<file path="src/hdl/tga_rle_pkg.sv">
// Shared constants and types for the TGA run-length packet decoder.
package tga_rle_pkg;

  localparam logic [7:0] HDR_RUN_MASK   = 8'h80;
  localparam logic [7:0] HDR_COUNT_MASK = 8'h7F;

  localparam int unsigned PIXEL_W = 32;
  localparam int unsigned REPEAT_W = 8;
  localparam int unsigned CHAN_W = 3;
  localparam int unsigned TOTAL_W = 32;

  localparam logic [CHAN_W-1:0]  CHAN_RESET  = 3'd3;
  localparam logic [TOTAL_W-1:0] TOTAL_RESET = 32'd1;

  localparam logic REG_CHANNEL_COUNT = 1'b0;
  localparam logic REG_PIXEL_TOTAL   = 1'b1;

  typedef struct packed {
    logic [PIXEL_W-1:0]  pixel_value;
    logic [REPEAT_W-1:0] repeat_count;
    logic                image_done;
    logic                overrun_error;
  } result_t;

endpackage

</file>
<file path="src/hdl/tga_rle_packet_decoder.sv">
// TGA run-length packet decoder: header and pixel byte parsing, image count, result register.
// A byte that completes a pixel shows its result on the registered outputs in the cycle after its transfer.
// Throughput: one byte per cycle; the only stall comes from a held result that is not yet taken.
// Header and non-final channel bytes update the packet state and give no result.
// Reset (rst, synchronous): channel_count = 3, pixel_total = 1, decoder waits for a header,
// image pixel count zero, result register empty.
module tga_rle_packet_decoder
  import tga_rle_pkg::*;
#(
  parameter int unsigned MAX_CHANNELS = 4
) (
  input  logic                clk,
  input  logic                rst,
  input  logic                psel,
  input  logic                penable,
  input  logic                pwrite,
  input  logic [2:0]          paddr,
  input  logic [31:0]         pwdata,
  output logic [31:0]         prdata,
  output logic                pready,
  input  logic                data_valid,
  output logic                data_stall,
  input  logic [7:0]          data_byte,
  output logic                pixel_valid,
  input  logic                pixel_stall,
  output logic [PIXEL_W-1:0]  pixel_value,
  output logic [REPEAT_W-1:0] repeat_count,
  output logic                image_done,
  output logic                overrun_error
);

  localparam logic [1:0] PH_HEADER = 2'd0;
  localparam logic [1:0] PH_RUN    = 2'd1;
  localparam logic [1:0] PH_RAW    = 2'd2;

  localparam int unsigned GATHER_W = 8 * MAX_CHANNELS;
  localparam logic [CHAN_W-1:0] MAX_CHAN = CHAN_W'(MAX_CHANNELS);

  logic [CHAN_W-1:0]   channel_count;
  logic [TOTAL_W-1:0]  pixel_total;

  logic [1:0]          phase, phase_next;
  logic [7:0]          packet_left, packet_left_next;
  logic [7:0]          run_length, run_length_next;
  logic [1:0]          byte_index, byte_index_next;
  logic [GATHER_W-1:0] gather, gather_next, gather_merged;
  logic [TOTAL_W-1:0]  image_left, image_left_next;
  logic                clipped, clipped_next;

  logic                take;
  logic                fire;
  result_t             result;
  logic [CHAN_W-1:0]   chans;
  logic                last_byte;
  logic [7:0]          hdr_count;
  logic [TOTAL_W-1:0]  image_start;
  logic [TOTAL_W-1:0]  run_sub;

  assign pready = 1'b1;
  assign prdata = (paddr[2] == REG_PIXEL_TOTAL) ? pixel_total : 32'(channel_count);

  always_ff @(posedge clk) begin
    if (rst) begin
      channel_count <= CHAN_RESET;
      pixel_total   <= TOTAL_RESET;
    end else if (psel && penable && pwrite && pready) begin
      if (paddr[2] == REG_PIXEL_TOTAL) begin
        pixel_total <= pwdata;
      end else begin
        channel_count <= pwdata[CHAN_W-1:0];
      end
    end
  end

  assign chans = (channel_count == '0) ? CHAN_W'(1) :
                 ((channel_count > MAX_CHAN) ? MAX_CHAN : channel_count);
  assign last_byte = ({1'b0, byte_index} + CHAN_W'(1)) >= chans;

  for (genvar i = 0; i < MAX_CHANNELS; i++) begin : g_lane
    assign gather_merged[8*i +: 8] =
      gather[8*i +: 8] | ((byte_index == 2'(i)) ? data_byte : 8'h00);
  end

  assign take = data_valid && !data_stall;
  assign data_stall = pixel_valid && pixel_stall;

  always_comb begin
    phase_next       = phase;
    packet_left_next = packet_left;
    run_length_next  = run_length;
    byte_index_next  = byte_index;
    gather_next      = gather;
    image_left_next  = image_left;
    clipped_next     = clipped;
    fire             = 1'b0;
    result           = '0;
    hdr_count        = 8'({1'b0, data_byte & HDR_COUNT_MASK} + 9'd1);
    image_start      = image_left;
    run_sub          = '0;
    if (phase != PH_RUN && phase != PH_RAW) begin
      if (image_left == '0) begin
        image_start = (pixel_total == '0) ? TOTAL_W'(1) : pixel_total;
      end
      image_left_next = image_start;
      clipped_next    = 1'b0;
      if (TOTAL_W'(hdr_count) > image_start) begin
        hdr_count    = image_start[7:0];
        clipped_next = 1'b1;
      end
      packet_left_next = hdr_count;
      run_length_next  = hdr_count;
      byte_index_next  = '0;
      gather_next      = '0;
      phase_next       = ((data_byte & HDR_RUN_MASK) != 8'h00) ? PH_RUN : PH_RAW;
    end else if (!last_byte) begin
      byte_index_next = byte_index + 2'd1;
      gather_next     = gather_merged;
    end else begin
      fire = 1'b1;
      if (phase == PH_RUN) begin
        run_sub = (TOTAL_W'(run_length) <= image_left) ? TOTAL_W'(run_length) : image_left;
        image_left_next     = image_left - run_sub;
        packet_left_next    = '0;
        phase_next          = PH_HEADER;
        result.repeat_count = run_length;
      end else begin
        if (image_left != '0) image_left_next = image_left - TOTAL_W'(1);
        if (packet_left != '0) packet_left_next = packet_left - 8'd1;
        if (packet_left_next == '0 || image_left_next == '0) begin
          packet_left_next = '0;
          phase_next       = PH_HEADER;
        end
        result.repeat_count = 8'd1;
      end
      result.pixel_value   = PIXEL_W'(gather_merged);
      result.image_done    = (image_left_next == '0);
      result.overrun_error = clipped;
      byte_index_next      = '0;
      gather_next          = '0;
    end
  end

  always_ff @(posedge clk) begin
    if (rst) begin
      phase       <= PH_HEADER;
      packet_left <= '0;
      run_length  <= '0;
      byte_index  <= '0;
      gather      <= '0;
      image_left  <= '0;
      clipped     <= 1'b0;
    end else if (take) begin
      phase       <= phase_next;
      packet_left <= packet_left_next;
      run_length  <= run_length_next;
      byte_index  <= byte_index_next;
      gather      <= gather_next;
      image_left  <= image_left_next;
      clipped     <= clipped_next;
    end
  end

  always_ff @(posedge clk) begin
    if (rst) begin
      pixel_valid <= 1'b0;
    end else if (take && fire) begin
      pixel_valid <= 1'b1;
    end else if (!pixel_stall) begin
      pixel_valid <= 1'b0;
    end
  end

  always_ff @(posedge clk) begin
    if (take && fire) begin
      pixel_value   <= result.pixel_value;
      repeat_count  <= result.repeat_count;
      image_done    <= result.image_done;
      overrun_error <= result.overrun_error;
    end
  end

  a_repeat_range: assert property (@(posedge clk) disable iff (rst)
    pixel_valid |-> (repeat_count != 8'd0 && repeat_count <= 8'd128))
    else $error("repeat count out of range");

  a_image_open: assert property (@(posedge clk) disable iff (rst)
    (phase == PH_RUN || phase == PH_RAW) |-> (image_left != '0))
    else $error("pixel phase with no image pixels left");

  a_raw_pending: assert property (@(posedge clk) disable iff (rst)
    (phase == PH_RAW) |-> (packet_left != 8'd0))
    else $error("raw phase with empty packet");

  a_done_closes: assert property (@(posedge clk) disable iff (rst)
    (take && fire && result.image_done) |=> (phase == PH_HEADER && image_left == '0))
    else $error("image done but decoder not back at header");

  a_header_no_result: assert property (@(posedge clk) disable iff (rst)
    (take && phase == PH_HEADER) |=> ($stable(pixel_value) || !pixel_valid))
    else $error("header byte produced a result");

endmodule
</file>
<file path="config.mk">
export PLATFORM = sky130hd
export DESIGN_NAME = tga_rle_packet_decoder
export DESIGN_NICKNAME = d
export VERILOG_FILES = /design/src/hdl/tga_rle_pkg.sv /design/src/hdl/tga_rle_packet_decoder.sv
export SDC_FILE = /design/constraint.sdc
export NUM_CORES = 1
export LEC_CHECK = 0
export ABC_AREA = 1
export BUFFER_PORTS_ARGS = -buffer_cell sky130_fd_sc_hd__buf_2
export CORE_UTILIZATION = 50
export CTS_CLUSTER_DIAMETER = 40
export CTS_CLUSTER_SIZE = 12
export DETAILED_ROUTE_END_ITERATION = 8
export GPL_TIMING_DRIVEN = 1
export PLACE_DENSITY = 0.7
export SYNTH_ARGS = -nofsm -noshare
export SYNTH_HDL_FRONTEND = slang
export SYNTH_SLANG_ARGS = --single-unit
</file>
<file path="constraint.sdc">
create_clock -name clk -period 4.25 [get_ports clk]
set_input_delay 0.425 -clock clk [delete_from_list [all_inputs] [get_ports clk]]
set_output_delay 0.425 -clock clk [all_outputs]
set_load 0.03 [all_outputs]
</file>
==> flow_summary.ini, run 1 <==
[timing]
clock.fmax_ghz = 0.254
hold_viol = 0
tightest_slew_ns = 1.16
fin_crit_sh_pct = 92.8
slew_headroom_pct = 22.6
skew_ns = 0.0173
setup_violations = 0
final-max-slew-violation-count = 0
fin_ws_ns = 0.305
timing.final.crit_period_ns = 3.94

[critical_path]
crit_type = flop to flop
cp_common_cell = nand2_1
crit_path_top_delay_cell = dfxtp_4
crit_path_max_fanout = 14
cp_top_family = simple AND/OR/NAND/NOR gates
crit_buf_inv = 6
start_kind = flop
required_ns = 4.57
crit_arrival_ns = 4.27
critPathCaptureType = flop
max_stage_delay_ns = 0.37

[layout]
fill_cells = 1986
regArea_um2 = 3690
drive_gt1_share_pct = 16.1
fin_nets = 1755
n_antenna_cell = 0
multi_input_area_um2 = 5870
area_growth_pct = 16.7
final_cell_mix = nand2_1, nor2_1, inv_1, buf_2, dfxtp_1
mostFrequentLayoutCell = nand2_1

[route]
wl_mm = 32.7
drc = 0
drt_iter0_markers = 1005
wl_per_cell_um = 16.8
vias = 10600
drtAntennaViolNets = 0
via_per_inst = 5.46
firstDrtPassIters = 7

[global_route]
track_usage_pct = 30.9
grt_pass1_wl_mm = 51.5
overflow = 0
antenna_found_initial = 0
grt_pass1_vias = 9614
grt_max_degree = 55

[synth]
synthSimpleGateAreaFrac_pct = 34.9
synthAdderAreaFrac_pct = 4.79
synth.mux.area_fraction_pct = 0
synth_top_area_share_pct = 23.4
synthFlopType = dfxtp_1
ys_async_sr_fraction_pct = 0
syn-cell-area_um2 = 10300
synth_top_family_by_area = simple AND/OR/NAND/NOR gates
syn_inst = 1539
synth_xor_area_share_pct = 3.64
synth_compound_area_share_pct = 12.7
synth_top_cell_by_area = dfxtp_1
yosys_warnings = 0
syn_nets = 1628
synth_cell_type_count = 45
netlist_top_cells_area = dfxtp_1, edfxtp_1, nand2_1
yosysSeqAreaShare_pct = 35.6
syn_area_per_cell_um2 = 6.71
synth_seq_cells = 163
synth_edf_count = 42

[placed_design]
gp_congestion = 0.980
pre_cts_slack_ns = -0.0530
dp.final_hpwl_mm = 24.6
io_buffers = 123

[clock_network]
numCtsBuffers = 17
cts_tree = done
clk-insertion-delay-late_ns = 0.44
htree_num_levels = 4
root_buffer = clkbuf_16
clk_pin_slew_ns = 0.08
cts_hold_buf = 0
clock_path_buffers = 2
cts_sinks = 163

[worst_hold_path]
hold_path_class = input pin to flop

[die]
start_util_pct = 51.1
io_pins = 127
fp-row-count = 52
core_um2 = 20200
dieHeight_um = 146
dieArea_um2 = 21200
fp.dieW_um = 146

[job]
maxCapViolations = 0

[run_status]
outcome = finished, final reports clean
[kinds of logic (layout without fill, tap and decap cells)]
logic type	count (synthesis)	after routing
flops	163	163
other cells	1	1
simple gates	839	839
xor+xnor	43	43
fa+ha+maj	39	39
compound gates	245	245
buf+inv	209	349
[area by class of cell]
| cell class | instances | share of cell area [%] |
|---|---|---|
| clock buffer | 17 | 3.53 |
| multi-input combinational | 1167 | 48.7 |
| inverter | 144 | 4.48 |
| clock inverter | 15 | 1.48 |
| tap | 270 | 2.80 |
| sequential | 163 | 30.6 |
| timing repair buffer | 173 | 8.46 |
[flip-flops by register name, summed over array words and instances (netlist names)]
name,flops
channel_count,3
repeat_count,8
overrun_error,1
clipped,1
image_left,32
run_length,8
gather,32
image_done,1
packet_left,8
pixel_valid,1
byte_index,2
phase,2
pixel_total,32
pixel_value,32
[metrics by stage]
stage	area, um2	utilization [%]	setup TNS, ns	cells	hold slack, ns
finish	12100	59.6	0	1949	0.203
global route	12100	59.6	-0.0408	1949	0.205
floorplan	10300	-	0	1539	0.466
global placement	11400	56.2	0	1916	0.480
CTS	12000	59.3	0	1948	0.200
detailed placement	11400	56.2	-0.0530	1916	0.487
[tightest hold or removal path: stages]
cell    delay, ns
buf_2        0.08
nor2_1       0.03
nor2_1       0.08
[metal layers]
metal / global-route usage (%) / vias to the layer above / part of all wire [%]
met5: 0 / - / 0
met4: 14.5 / 0 / 4.4
met3: 4.61 / 90 / 6.7
met2: 51.6 / 483 / 47
met1: 39.1 / 4756 / 42
li1: - / 5308 / -
[what timing repair did]
action                                  in CTS  in global routing
gates resized for setup                      2                 28
endpoints found under the setup margin       1                  5
setup buffers                                0                  1
pin swaps                                    0                  4
[synth_stat cells, types with 7 or more instances]
cell type and number:
edfxtp_1 42, o21ai_0 123, nor2_2 7, nor3_1 39, ha_1 38, buf_1 9
o21ai_1 8, clkbuf_1 42, nor2_1 297, dfxtp_1 121, nand3_1 106, a21oi_1 76
buf_6 7, xor2_1 43, nand4_1 19, o211ai_1 13, nand2_1 329, inv_1 138
nand2_2 12, nor4_1 8
[path summary, 6_finish.rpt]
| check | from | slack (ns) | to | cells after the start |
|---|---|---|---|---|
| worst max-delay path | image_left[1] | 0.31 | image_done | 27 |
| worst min-delay path | pwdata[5] | 0.20 | pixel_total[5] | 3 |
| worst max register to register | image_left[1] | 0.31 | image_done | 27 |
| worst min register to register | gather[14] | 0.50 | gather[14] | 2 |
Power of run 1 is not shown: default switching activity piles up to over one toggle a cycle in this logic, so the estimate is an artifact.
==> run 2: changes to the inputs <==
--- a/config.mk
+++ b/config.mk
@@ -6,13 +6,14 @@
 export NUM_CORES = 1
 export LEC_CHECK = 0
 export ABC_AREA = 1
-export BUFFER_PORTS_ARGS = -buffer_cell sky130_fd_sc_hd__buf_2
 export CORE_UTILIZATION = 50
+export CTS_BUF_LIST = sky130_fd_sc_hd__clkbuf_4 sky130_fd_sc_hd__clkbuf_8 sky130_fd_sc_hd__clkbuf_16
 export CTS_CLUSTER_DIAMETER = 40
 export CTS_CLUSTER_SIZE = 12
 export DETAILED_ROUTE_END_ITERATION = 8
+export DONT_BUFFER_PORTS = 1
 export GPL_TIMING_DRIVEN = 1
-export PLACE_DENSITY = 0.7
+export PLACE_DENSITY_LB_ADDON = 0.05
 export SYNTH_ARGS = -nofsm -noshare
 export SYNTH_HDL_FRONTEND = slang
 export SYNTH_SLANG_ARGS = --single-unit
==> flow_summary.ini, run 2 (synthesized netlist as in run 1, its figures left out) <==
[timing]
clock.fmax_ghz = 0.257
timing.setup.tns_ns = 0
slew_headroom_pct = 29.4
tightest_slew_ns = 1.05
grt_setup_unrepaired = false
setup_violations = 0
final-max-slew-violation-count = 0
hold_viol = 0
skew_ns = 0.0150
fin_crit_sh_pct = 91.5
timing.final.crit_period_ns = 3.89

[run_status]
outcome = finished, final reports clean

[route]
drt_iter0_markers = 643
drc = 0
firstDrtPassIters = 5
vias = 10100
wl_mm = 32.9
drtAntennaViolNets = 0
wl_per_cell_um = 18.1
via_per_inst = 5.57

[global_route]
grt_pass1_vias = 9351
overflow = 0
antenna_found_initial = 0
grt_pass1_wl_mm = 51.6
track_usage_pct = 31.4
grt_max_degree = 55

[die]
core_um2 = 20200
dieArea_um2 = 21200
dieHeight_um = 146
start_util_pct = 51.1
fp-row-count = 52
fp.dieW_um = 146
io_pins = 127

[critical_path]
critPathCaptureType = flop
crit_path_max_fanout = 8
crit_arrival_ns = 4.20
start_kind = flop
crit_type = flop to flop
required_ns = 4.56
regToRegStartpoint = image_left[1]
startpoint = image_left[1]

[clock_network]
clk-insertion-delay-late_ns = 0.44
cts_hold_buf = 0
root_buffer = clkbuf_16
cts_sinks = 163
cts_tree = done
clk_pin_slew_ns = 0.08
clock_path_buffers = 2
numCtsBuffers = 17
htree_num_levels = 4

[layout]
instances_no_fill = 1816
fin_nets = 1622
regArea_um2 = 3680
area_growth_pct = 9.48
drive_gt1_share_pct = 8.47
fill_cells = 2034
mostFrequentLayoutCell = nand2_1
multi_input_area_um2 = 5850
final_cell_mix = nand2_1, nor2_1, inv_1, o21ai_0, dfxtp_1
n_antenna_cell = 0

[placed_design]
dp.final_hpwl_mm = 24.9
io_buffers = 0
dp.cells = 1784
gp_congestion = 1.02

[worst_hold_path]
hold_start = rst
hold_path_class = input pin to flop

[job]
maxCapViolations = 0
[run 2: metrics by stage]
stage               hold slack [ns]  util (%)  worst slack, ns  area (um2)
floorplan                     0.466         -            0.439       10300
global placement              0.481      52.7            0.206       10700
detailed placement            0.488      52.7            0.149       10700
CTS                          0.0729      55.7           0.0784       11300
global route                 0.0790      55.9           0.0164       11300
finish                       0.0785      55.9            0.362       11300
[run 2: repair_timing]
action	4_1_cts	5_1_grt
setup buffers	0	0
hold endpoints to repair	0	0
resized for setup	0	17
endpoints found under the setup margin	0	9
[run 2: final timing paths]
check / slack (ns) / end / cells past startpoint
setup / recovery: 0.36 / image_done / 24
hold / removal: 0.08 / channel_count[0] / 2
setup reg to reg: 0.36 / image_done / 24
hold reg to reg: 0.49 / gather[11] / 2
[run 2: critical path, stage by stage, from the launching register on]
cell and delay (ns):
dfxtp_2 0.37, inv_1 0.07, ha_1 0.29, a21oi_1 0.19, nor2_1 0.07, a211oi_2 0.14
o221ai_1 0.14, nand2_2 0.16, nand2_1 0.07, o21ai_1 0.11, ha_1 0.18, inv_1 0.04
fa_1 0.41, nand3_1 0.11, nand3_1 0.11, nand3_1 0.16, nand2_2 0.13, nor2_2 0.15
nand2_1 0.10, xor2_1 0.15, o21ai_1 0.18, nand2_1 0.07, nor2_1 0.16, nand4_1 0.11
nor2_1 0.09
[run 2: layer usage]
| layer | share of wire [%] | routed length (um) | GRT usage, % | vias to the layer above |
|---|---|---|---|---|
| met2 | 46 | 15200 | 50.5 | 394 |
| met3 | 5.1 | 1690 | 4.58 | 86 |
| met4 | 4.9 | 1610 | 16.9 | 0 |
| li1 | - | - | - | 5018 |
| met1 | 44 | 14400 | 40.6 | 4626 |
| met5 | 0 | 0 | 0 | - |
[run 2: area by class of cell]
type,count,area share (%)
clock inverters,15,1.56
repair buffers,40,2.65
clock buffers,17,3.76
flip-flops and latches,163,32.6
inverters,144,4.78
multi-input cells,1167,51.7
well taps,270,2.99
Power of run 2 is left out for the same reason.
==> run 3: changes to the inputs <==
--- a/config.mk
+++ b/config.mk
@@ -5,11 +5,11 @@
 export SDC_FILE = /design/constraint.sdc
 export NUM_CORES = 1
 export LEC_CHECK = 0
-export ABC_AREA = 1
+export CAP_MARGIN = 20
 export CORE_UTILIZATION = 50
 export CTS_BUF_LIST = sky130_fd_sc_hd__clkbuf_4 sky130_fd_sc_hd__clkbuf_8 sky130_fd_sc_hd__clkbuf_16
 export CTS_CLUSTER_DIAMETER = 40
-export CTS_CLUSTER_SIZE = 12
+export CTS_CLUSTER_SIZE = 14
 export DETAILED_ROUTE_END_ITERATION = 8
 export DONT_BUFFER_PORTS = 1
 export GPL_TIMING_DRIVEN = 1
==> flow_summary.ini, run 3 <==
[die]
dieHeight_um = 139
io_pins = 127
fp.dieW_um = 139
fp-row-count = 49
start_util_pct = 51.7
dieArea_um2 = 19400
core_um2 = 18200

[timing]
fin_crit_sh_pct = 104
hold_viol = 0
skew_ns = 0.0127
grt_setup_unrepaired = true
timing.final.crit_period_ns = 4.40
timing.setup.tns_ns = -0.179
final-max-slew-violation-count = 0
slew_headroom_pct = 19.4
clock.fmax_ghz = 0.227
fin_ws_ns = -0.153
setup_violations = 3
fin_hold_ws_ns = 0.0829
tightest_slew_ns = 1.20

[route]
via_per_inst = 6.05
vias = 8863
drc = 0
wl_per_cell_um = 19.8
drtAntennaViolNets = 0
drt_iter0_markers = 801
wl_mm = 29.0
firstDrtPassIters = 6

[synth]
ys_async_sr_fraction_pct = 0
synth.most_common_cell = a21oi_1
syn_inst = 1177
netlist_top_cells_area = dfxtp_1, edfxtp_1, a21oi_1
yosysSeqAreaShare_pct = 39.1
syn_area_per_cell_um2 = 8.00
yosys-top-cells-count = a21oi_1, nor2_1, nand2_1
synth_cell_type_count = 72
synth_edf_count = 42
synth_seq_cells = 163
synth_top_cell_by_area = dfxtp_1
syn_nets = 1266
yosys_warnings = 0
synthFlopType = dfxtp_1
synth_top_area_share_pct = 25.7
syn-cell-area_um2 = 9420

[placed_design]
gp_congestion = 0.931
dp.final_hpwl_mm = 20.4
io_buffers = 0
pre_cts_slack_ns = -0.262
dp.cells = 1428

[critical_path]
crit_type = flop to flop
critPathCaptureType = flop
required_ns = 4.53
reg2reg_depth = 20
start_kind = flop
crit_arrival_ns = 4.68
crit_path_max_fanout = 8

[clock_network]
htree_num_levels = 4
cts_sinks = 163
clk-insertion-delay-late_ns = 0.44
clock_path_buffers = 2
cts_hold_buf = 0
cts_tree = done
root_buffer = clkbuf_16
numCtsBuffers = 17
clk_pin_slew_ns = 0.07

[pwr]
p_leak_nw = 4.14
ir_drop_uv = 335
power-per-cell-area_nw_per_um2 = 553

[global_route]
grt_pass1_vias = 8230
track_usage_pct = 29.8
overflow = 0
grt_max_degree = 87
grt_pass1_wl_mm = 45.1
antenna_found_initial = 0

[layout]
fin_nets = 1313
n_antenna_cell = 0
instances_no_fill = 1466
fill_cells = 1624
final_cell_mix = a21oi_1, nor2_1, nand2_1, dfxtp_1, buf_4
final_util_pct = 61.3
drive_gt1_share_pct = 18.0
area_growth_pct = 18.5
mostFrequentLayoutCell = a21oi_1

[run_status]
outcome = finished with violations
violations = negative setup slack

[worst_hold_path]
hold_path_class = input pin to flop
whs_path_depth = 1

[job]
maxCapViolations = 0
run 3: cell types whose count changed in the layout (fill, tap and decap cells not counted), sizes merged, moves of 81 or more:
cell / change
nand2: -203
nor2: -152
o21ai: -108
inv: -106
nand3: -97
a21oi: +91
buf: +81
run 3: per-stage QoR:
step                      cell area, um2  power, W
after CTS                          10900   0.00598
after detailed placement           10300   0.00439
after global placement             10300   0.00439
after floorplan                     9510   0.00350
final                              11200   0.00618
after global routing               11200   0.00651
run 3: worst max-delay path: stages, from the launching register on:
cell and delay (ns):
dfxtp_2 0.33, or4_4 0.53, or3_4 0.40, nor2_4 0.11
o2111a_1 0.23, buf_12 0.15, nand2_4 0.05, o21ai_2 0.06
ha_2 0.19, inv_2 0.04, fa_2 0.38, a211oi_4 0.26
buf_4 0.15, buf_4 0.09, o21bai_1 0.08, a21oi_2 0.20
xor2_1 0.20, nand2_1 0.16, o22ai_2 0.20, nand4_1 0.17
nor4_4 0.29
run 3: power breakdown:
group / internal, W / switching [W]
sequential: 0.00170 / 0.000113
clock: 0.000788 / 0.000739
combinational: 0.00123 / 0.00160
run 3: final timing paths:
| kind | from | endpoint | slack (ns) |
|---|---|---|---|
| hold reg to reg | clipped | clipped | 0.46 |
| setup / recovery | image_left[24] | image_done | -0.15 |
| setup reg to reg | image_left[24] | image_done | -0.15 |
| hold / removal | rst | run_length[0] | 0.08 |
run 3: final cells by class:
type / instances / area (um2) / area share [%]
Tap cell: 229 / 287 / 2.57
Timing Repair Buffer: 121 / 956 / 8.57
Inverter: 33 / 124 / 1.11
Clock buffer: 17 / 425 / 3.81
Multi-Input combinational cell: 888 / 5530 / 49.6
Clock inverter: 15 / 153 / 1.37
Sequential cell: 163 / 3680 / 33.0
run 3: metal layers:
layer	part of all wire [%]	track usage, %	up-vias
met3	8.3	7.33	32
li1	-	-	4302
met4	1.3	7.66	0
met5	0	0	-
met2	43	43.2	374
met1	47	43.9	4155
run 3: kinds of logic (layout without fill, tap and decap cells):
| kind of cell | Yosys count | after routing | synth area share, % |
|---|---|---|---|
| adders and majority gates | 39 | 39 | 5.26 |
| buffers and inverters | 126 | 186 | 5.55 |
| and+or+nand+nor | 484 | 484 | 24.4 |
| other | 1 | 1 | 0.0398 |
| muxes | 17 | 17 | 1.86 |
| xor gates and xnor gates | 35 | 35 | 3.26 |
| AOI/OAI and AO/OA | 312 | 312 | 20.5 |
| DFF | 163 | 163 | 39.1 |
run 3: timing repair:
action / CTS / global route
gates resized for setup: 13 / 43
gates cloned: 0 / 0
hold endpoints to repair: 0 / 0
buffers inserted: 3 / 3
setup endpoints to repair: 8 / 35
pin swaps: 9 / 19
Power figures use the tool's default switching activity.
